--- src/design/far_pkg.sv ---
// shared types and constants for the fraction add-and-reduce block
`timescale 1ns / 1ps

package far_pkg;

	localparam int OPND_BITS = 31;
	localparam int OUT_BITS  = 63;

	typedef struct packed {
		logic [OPND_BITS-1:0] num_a;
		logic [OPND_BITS-1:0] den_a;
		logic [OPND_BITS-1:0] num_b;
		logic [OPND_BITS-1:0] den_b;
	} item_t;

	typedef struct packed {
		logic [OUT_BITS-1:0] sum_num;
		logic [OUT_BITS-1:0] sum_den;
	} result_t;

	// start/done pair between the sequencer and an iterative unit
	typedef struct packed {
		logic start;
	} unit_req_t;

	typedef struct packed {
		logic done;
	} unit_rsp_t;

endpackage

--- src/design/far_gcd.sv ---
// iterative binary gcd unit: one subtract or shift step per cycle
`timescale 1ns / 1ps

module far_gcd import far_pkg::*; #(
	parameter int GW = 63
) (
	input  logic          clk,
	input  logic          arst_n,
	input  unit_req_t     req,
	input  logic [GW-1:0] a,
	input  logic [GW-1:0] b,
	output unit_rsp_t     rsp,
	output logic [GW-1:0] g
);

	localparam int KW = $clog2(GW + 1);

	logic          busy_q, fin_q, done_q;
	logic [GW-1:0] x_q, y_q;
	logic [KW-1:0] k_q;
	logic [GW-1:0] x_minus_y, y_minus_x;
	logic          x_ge_y;
	logic          any_zero;

	assign x_minus_y = x_q - y_q;
	assign y_minus_x = y_q - x_q;
	assign x_ge_y    = (x_q >= y_q);
	assign any_zero  = (x_q == '0) || (y_q == '0);

	always_ff @(posedge clk or negedge arst_n) begin
		if (!arst_n) begin
			busy_q <= 1'b0;
			fin_q  <= 1'b0;
			done_q <= 1'b0;
		end else begin
			done_q <= 1'b0;
			if (req.start) begin
				busy_q <= 1'b1;
				fin_q  <= 1'b0;
			end else if (busy_q && fin_q && (k_q == '0)) begin
				busy_q <= 1'b0;
				fin_q  <= 1'b0;
				done_q <= 1'b1;
			end else if (busy_q && !fin_q && any_zero) begin
				fin_q <= 1'b1;
			end
		end
	end

	always_ff @(posedge clk) begin
		if (req.start) begin
			x_q <= a;
			y_q <= b;
			k_q <= '0;
		end else if (busy_q) begin
			if (fin_q) begin
				// put back the common factors of two
				if (k_q != '0) begin
					x_q <= {x_q[GW-2:0], 1'b0};
					k_q <= k_q - 1'b1;
				end
			end else if (any_zero) begin
				x_q <= x_q | y_q;
			end else if (!x_q[0] && !y_q[0]) begin
				x_q <= x_q >> 1;
				y_q <= y_q >> 1;
				k_q <= k_q + 1'b1;
			end else if (!x_q[0]) begin
				x_q <= x_q >> 1;
			end else if (!y_q[0]) begin
				y_q <= y_q >> 1;
			end else if (x_ge_y) begin
				// difference of two odd values is even
				x_q <= x_minus_y >> 1;
			end else begin
				y_q <= y_minus_x >> 1;
			end
		end
	end

	assign rsp.done = done_q;
	assign g        = x_q;

endmodule

--- src/design/far_div.sv ---
// restoring divider: one quotient bit per cycle
`timescale 1ns / 1ps

module far_div import far_pkg::*; #(
	parameter int DW = 63
) (
	input  logic          clk,
	input  logic          arst_n,
	input  unit_req_t     req,
	input  logic [DW-1:0] dividend,
	input  logic [DW-1:0] divisor,
	output unit_rsp_t     rsp,
	output logic [DW-1:0] quot
);

	localparam int CW = $clog2(DW + 1);

	logic          busy_q, done_q;
	logic [CW-1:0] cnt_q;
	logic [DW-1:0] r_q, q_q, d_q;
	logic [DW:0]   sh, trial;

	assign sh    = {r_q, q_q[DW-1]};
	assign trial = sh - {1'b0, d_q};

	always_ff @(posedge clk or negedge arst_n) begin
		if (!arst_n) begin
			busy_q <= 1'b0;
			done_q <= 1'b0;
			cnt_q  <= '0;
		end else begin
			done_q <= 1'b0;
			if (req.start) begin
				busy_q <= 1'b1;
				cnt_q  <= CW'(DW);
			end else if (busy_q) begin
				cnt_q <= cnt_q - 1'b1;
				if (cnt_q == CW'(1)) begin
					busy_q <= 1'b0;
					done_q <= 1'b1;
				end
			end
		end
	end

	always_ff @(posedge clk) begin
		if (req.start) begin
			r_q <= '0;
			q_q <= dividend;
			d_q <= divisor;
		end else if (busy_q) begin
			if (!trial[DW]) begin
				r_q <= trial[DW-1:0];
				q_q <= {q_q[DW-2:0], 1'b1};
			end else begin
				r_q <= sh[DW-1:0];
				q_q <= {q_q[DW-2:0], 1'b0};
			end
		end
	end

	assign rsp.done = done_q;
	assign quot     = q_q;

endmodule

--- src/design/fraction_add_reduce_core.sv ---
// fraction adder with gcd reduction over shared gcd, divide and multiply units
// one transaction at a time, handled by a gcd run, two divides, three multiplies, an add,
// a second gcd run and two more divides; most of the time goes to the bit-serial divider;
// a new transaction can be taken in the same cycle as the result first shows valid;
// a zero denominator skips the units and gives 0/0 by way of the output state
// asynchronous active-low reset clears the sequencer and the output valid; data is not reset
`timescale 1ns / 1ps

module fraction_add_reduce_core import far_pkg::*; #(
	parameter int OPERAND_BITS = 31
) (
	input  logic    clk,
	input  logic    arst_n,
	input  logic    item_valid,
	output logic    item_stall,
	input  item_t   item,
	output logic    result_valid,
	input  logic    result_stall,
	output result_t result
);

	localparam int W  = OPERAND_BITS;
	localparam int PW = 2 * W;
	localparam int SW = 2 * W + 1;

	typedef enum logic [11:0] {
		S_IDLE = 12'b0000_0000_0001,
		S_G1   = 12'b0000_0000_0010,
		S_DQ1  = 12'b0000_0000_0100,
		S_DQ2  = 12'b0000_0000_1000,
		S_MUL1 = 12'b0000_0001_0000,
		S_MUL2 = 12'b0000_0010_0000,
		S_MUL3 = 12'b0000_0100_0000,
		S_ADD  = 12'b0000_1000_0000,
		S_G2   = 12'b0001_0000_0000,
		S_DR1  = 12'b0010_0000_0000,
		S_DR2  = 12'b0100_0000_0000,
		S_OUT  = 12'b1000_0000_0000
	} state_t;

	state_t  state_q;
	logic    go_q;
	logic    out_valid_q;
	result_t out_q;

	logic [W-1:0]  na_q, da_q, nb_q, db_q;
	logic [W-1:0]  q1_q, q2_q;
	logic [PW-1:0] prod_q, common_q;
	logic [SW-1:0] total_q;
	logic [SW-1:0] res_num_q, res_den_q;

	logic          zero_den;
	logic          out_free;

	unit_req_t     gcd_req, div_req;
	unit_rsp_t     gcd_rsp, div_rsp;
	logic [SW-1:0] gcd_a, gcd_b, gcd_g;
	logic [SW-1:0] div_n, div_d, div_q;
	logic [W-1:0]  mul_a, mul_b;
	logic [PW-1:0] mul_p;

	assign zero_den = (item.den_a[W-1:0] == '0) || (item.den_b[W-1:0] == '0);
	assign out_free = !out_valid_q || !result_stall;

	assign gcd_req.start = go_q && ((state_q == S_G1) || (state_q == S_G2));
	assign div_req.start = go_q && ((state_q == S_DQ1) || (state_q == S_DQ2) ||
		(state_q == S_DR1) || (state_q == S_DR2));

	always_comb begin
		if (state_q == S_G1) begin
			gcd_a = SW'(da_q);
			gcd_b = SW'(db_q);
		end else begin
			gcd_a = total_q;
			gcd_b = SW'(common_q);
		end
	end

	// common/da = db/g and common/db = da/g
	always_comb begin
		case (state_q)
			S_DQ1: begin
				div_n = SW'(db_q);
				div_d = gcd_g;
			end
			S_DQ2: begin
				div_n = SW'(da_q);
				div_d = gcd_g;
			end
			S_DR1: begin
				div_n = total_q;
				div_d = gcd_g;
			end
			S_DR2: begin
				div_n = SW'(common_q);
				div_d = gcd_g;
			end
			default: begin
				div_n = total_q;
				div_d = gcd_g;
			end
		endcase
	end

	always_comb begin
		case (state_q)
			S_MUL1: begin
				mul_a = da_q;
				mul_b = q1_q;
			end
			S_MUL2: begin
				mul_a = na_q;
				mul_b = q1_q;
			end
			S_MUL3: begin
				mul_a = nb_q;
				mul_b = q2_q;
			end
			default: begin
				mul_a = na_q;
				mul_b = q1_q;
			end
		endcase
	end

	assign mul_p = mul_a * mul_b;

	far_gcd #(.GW(SW)) u_gcd (
		.clk    (clk),
		.arst_n (arst_n),
		.req    (gcd_req),
		.a      (gcd_a),
		.b      (gcd_b),
		.rsp    (gcd_rsp),
		.g      (gcd_g)
	);

	far_div #(.DW(SW)) u_div (
		.clk      (clk),
		.arst_n   (arst_n),
		.req      (div_req),
		.dividend (div_n),
		.divisor  (div_d),
		.rsp      (div_rsp),
		.quot     (div_q)
	);

	// sequencer
	always_ff @(posedge clk or negedge arst_n) begin
		if (!arst_n) begin
			state_q     <= S_IDLE;
			go_q        <= 1'b0;
			out_valid_q <= 1'b0;
		end else begin
			go_q <= 1'b0;
			if (out_valid_q && !result_stall) begin
				out_valid_q <= 1'b0;
			end
			case (state_q)
				S_IDLE: begin
					if (item_valid) begin
						if (zero_den) begin
							state_q <= S_OUT;
						end else begin
							state_q <= S_G1;
							go_q    <= 1'b1;
						end
					end
				end
				S_G1: begin
					if (gcd_rsp.done) begin
						state_q <= S_DQ1;
						go_q    <= 1'b1;
					end
				end
				S_DQ1: begin
					if (div_rsp.done) begin
						state_q <= S_DQ2;
						go_q    <= 1'b1;
					end
				end
				S_DQ2: begin
					if (div_rsp.done) begin
						state_q <= S_MUL1;
					end
				end
				S_MUL1: state_q <= S_MUL2;
				S_MUL2: state_q <= S_MUL3;
				S_MUL3: state_q <= S_ADD;
				S_ADD: begin
					state_q <= S_G2;
					go_q    <= 1'b1;
				end
				S_G2: begin
					if (gcd_rsp.done) begin
						state_q <= S_DR1;
						go_q    <= 1'b1;
					end
				end
				S_DR1: begin
					if (div_rsp.done) begin
						state_q <= S_DR2;
						go_q    <= 1'b1;
					end
				end
				S_DR2: begin
					if (div_rsp.done) begin
						state_q <= S_OUT;
					end
				end
				S_OUT: begin
					if (out_free) begin
						out_valid_q <= 1'b1;
						state_q     <= S_IDLE;
					end
				end
				default: state_q <= S_IDLE;
			endcase
		end
	end

	// datapath registers
	always_ff @(posedge clk) begin
		case (state_q)
			S_IDLE: begin
				na_q      <= item.num_a[W-1:0];
				da_q      <= item.den_a[W-1:0];
				nb_q      <= item.num_b[W-1:0];
				db_q      <= item.den_b[W-1:0];
				res_num_q <= '0;
				res_den_q <= '0;
			end
			S_DQ1: begin
				if (div_rsp.done) begin
					q1_q <= div_q[W-1:0];
				end
			end
			S_DQ2: begin
				if (div_rsp.done) begin
					q2_q <= div_q[W-1:0];
				end
			end
			S_MUL1: prod_q <= mul_p;
			S_MUL2: begin
				common_q <= prod_q;
				prod_q   <= mul_p;
			end
			S_MUL3: begin
				total_q <= SW'(prod_q);
				prod_q  <= mul_p;
			end
			S_ADD: total_q <= total_q + SW'(prod_q);
			S_DR1: begin
				if (div_rsp.done) begin
					res_num_q <= div_q;
				end
			end
			S_DR2: begin
				if (div_rsp.done) begin
					res_den_q <= div_q;
				end
			end
			S_OUT: begin
				if (out_free) begin
					out_q.sum_num <= OUT_BITS'(res_num_q);
					out_q.sum_den <= OUT_BITS'(res_den_q);
				end
			end
			default: begin
			end
		endcase
	end

	assign item_stall   = (state_q != S_IDLE);
	assign result_valid = out_valid_q;
	assign result       = out_q;

endmodule

--- config.mk ---
export PLATFORM = sky130hd
export DESIGN_NAME = fraction_add_reduce_core
export DESIGN_NICKNAME = d
export VERILOG_FILES = /design/src/design/far_pkg.sv /design/src/design/far_gcd.sv /design/src/design/far_div.sv /design/src/design/fraction_add_reduce_core.sv
export SDC_FILE = /design/constraint.sdc
export NUM_CORES = 2
export LEC_CHECK = 0
export ABC_AREA = 1
export BUFFER_PORTS_ARGS = -buffer_cell sky130_fd_sc_hd__buf_2
export CELL_PAD_IN_SITES_DETAIL_PLACEMENT = 0
export CELL_PAD_IN_SITES_GLOBAL_PLACEMENT = 1
export CORE_MARGIN = 1.5
export CORE_UTILIZATION = 45
export DETAILED_ROUTE_END_ITERATION = 6
export PLACE_DENSITY_LB_ADDON = 0.1
export SETUP_SLACK_MARGIN = 0.02
export SYNTH_ARGS = -nofsm -noshare
export SYNTH_HDL_FRONTEND = slang
export SYNTH_SLANG_ARGS = --single-unit
--- constraint.sdc ---
create_clock -name clk -period 7.05 [get_ports clk]
set_input_delay 1.41 -clock clk [delete_from_list [all_inputs] [get_ports clk]]
set_output_delay 1.41 -clock clk [all_outputs]
set_load 0.01 [all_outputs]
==> flow_summary.yaml <==
status:
  status: "finished, violations left"
  violations: "max-capacitance violations, max-slew violations, negative setup slack"
synthesis:
  synth_cell_types: 55
  yosys_warnings: 0
  mappedNetlistArea_um2: 90710
  synth_common_cells: "nand2_1, inv_1, nor2_1, edfxtp_1, fa_1"
  synth_top_area_cell: "edfxtp_1"
  ys_seq_elements: 970
  synth_area_leaders: "edfxtp_1, fa_1, nand2_1"
  synth_edf_count: 876
  synth_most_common_cell: "nand2_1"
  ys_seq_area_share_pct: 31.21
  ys.flop_type: "edfxtp_1"
  syn_nets: 12728
  synthCells: 11186
  synth_area_per_cell_um2: 8.110
  async_flop_share_pct: 2.577
  yosysTopAreaCellShare_pct: 29.00
clocking:
  cts_buffer_depth: 3
  cts_buffers: 108
  clkTransAtPathRegs_ns: 0.07
  ctsHoldBuffers: 0
  clock_sinks: 970
  htreeDepth: 3
  cts-root-buf: "clkbuf_16"
  cts_tree: "built"
  clk_latency_ns: 0.82
worst_setup_path:
  crit_path_start: "state_q[0]"
  crit_path_frequent_cell: "fa_1"
  cp_max_fo: 24
  reg2regPathDepth: 37
  cp-endpoint: "prod_q[36]"
  cp.arrival_ns: 8.94
  cp_slowest_cell: "dfstp_2"
  worst-path-buf-inv: 13
  crit_family: "adder cells"
  critPathKind: "reg2reg"
  path_depth: 37
  ff2ff_setup_slack_ns: -1.29
  worst_r2r_endpoint: "prod_q[36]"
  cp-start-kind: "flip-flop"
  cp_slowest_stage_delay_ns: 0.56
  timing.rr.start: "state_q[0]"
  end_kind: "flip-flop"
  crit_required_ns: 7.65
timing:
  finClkSkew_ns: 0.06272
  worst_slack_ns: -1.290
  timing.final.crit_share_pct: 118.3
  tightest_slew_ns: 1.552
  finalSetupViolations: 52
  hold_violations: 0
  clock.fmax_ghz: 0.1199
  rsz0062_at_grt: "yes"
  finalCriticalPeriod_ns: 8.340
  slew_violations: 3
  max_slew_margin_pct: -4.536
detailed_routing:
  first_iter_violations: 9478
  remaining_drc_errors: 0
  routed_via_density: 5.736
  postRouteAntennaNets: 0
  wire_per_inst_um: 30.38
  first_pass_iters: 7
  wl_um: 450200
  vias: 85018
layout:
  syn2layout_area_growth_pct: 19.31
  fin_nets: 13603
  drive_gt1_share_pct: 15.59
  stdcell_count: 14821
die:
  dieArea_um2: 204300
  rows: 164
  initial_core_util_pct: 45.34
  io_pins: 256
  die_h_um: 452.0
  coreArea_um2: 200100
  die_x_um: 452.0
job:
  max-cap-violations: 2
hold_path:
  hold_path_class: "reg2reg"
place:
  hpwl_um: 370500
  dp_cells: 14561
  gp_congestion: 1.151
  port_buffers: 255
global_route:
  grt_max_degree: 127
  grt_pass1_vias: 84444
  grt.overflow.total: 0
  antenna_found_initial: 26
  grt_pass1_wl_um: 624200
  grt_usage_pct: 43.61
-- flip-flops by register name, indices dropped and copies added (netlist names), 6 cells and up --
name / flops
state_q: 12
result: 126
res_den_q: 63
u_div.d_q: 63
na_q: 31
da_q: 31
u_gcd.k_q: 6
u_div.quot: 63
prod_q: 62
q2_q: 31
u_gcd.y_q: 62
u_gcd.g: 63
q1_q: 31
nb_q: 31
total_q: 63
db_q: 31
common_q: 62
u_div.cnt_q: 6
u_div.r_q: 63
res_num_q: 63
-- cell families after synthesis --
kind of cell	count (synthesis)	share of synthesized area (%)
buffers and inverters	2458	10.49
AO/OA/AOI/OAI	1437	8.797
XOR/XNOR	202	1.950
adder cells (fa/ha/maj)	1414	26.47
multiplexers	5	0.06206
flip-flops	970	31.21
AND/OR/NAND/NOR	4700	21.02
-- per-layer routing --
| metal | routed length, µm | track usage (%) | vias up |
|---|---|---|---|
| li1 | - | - | 37025 |
| met1 | 159700 | 51.19 | 41696 |
| met2 | 199300 | 67.80 | 4919 |
| met3 | 44560 | 10.54 | 1366 |
| met4 | 46600 | 36.12 | 12 |
| met5 | 88 | 0 | - |
-- worst min-delay path by stage --
stage / depth (start not counted) / slack, ns / startpoint / endpoint
after floorplan: 0 / 0.40 / res_den_q[0] / result[0]
after global placement: 0 / 0.40 / res_den_q[51] / result[51]
after detailed placement: 0 / 0.40 / res_num_q[43] / result[106]
after CTS: 0 / 0.41 / res_num_q[44] / result[107]
after global routing: 0 / 0.42 / res_den_q[11] / result[11]
final: 0 / 0.41 / res_num_q[44] / result[107]
-- timing repair --
action,in CTS,in global routing
pin swaps,71,41
setup endpoints to repair,52,53
gates resized for setup,333,171
buffers inserted,30,9
endpoints found under the hold margin,0,0
gates cloned,3,2
-- placed cells by master, fill, tap and decap left out, drive strengths merged, types with 132 or more instances in the layout --
cell    synthesis  layout
nand2        2511    2511
inv          2111    2107
nor2         1478    1478
buf           204    1107
edfxtp        876     876
fa            842     842
o21ai         577     577
ha            572     572
a21oi         539     539
nand3         454     454
clkbuf        140     136
xor2          132     132
-- cell type report --
cell class | count | area (µm²)
multi-input combinational | 7758 | 55200
clock inverter | 67 | 691.9
sequential | 970 | 28310
antenna | 12 | 30.03
inverter | 2114 | 8015
clock buffer | 135 | 2898
tap | 2656 | 3323
fill | 18866 | 91830
timing repair buffer | 1109 | 9762
-- stage by stage --
step / worst slack, ns / utilization [%] / instance area (µm²) / hold slack (ns) / TNS (ns)
after floorplan: -0.3226 / - / 91670 / 0.4003 / -6.094
after global placement: -1.811 / 51.11 / 102300 / 0.4013 / -59.39
after detailed placement: -1.705 / 51.11 / 102300 / 0.4045 / -58.94
after CTS: -1.169 / 53.72 / 107500 / 0.4146 / -46.27
after global routing: -1.543 / 54.09 / 108200 / 0.4210 / -59.94
final: -1.290 / 54.10 / 108200 / 0.4136 / -48.82
Power is not shown: default switching activity piles up to over one toggle a cycle in this logic, so the estimate is an artifact.
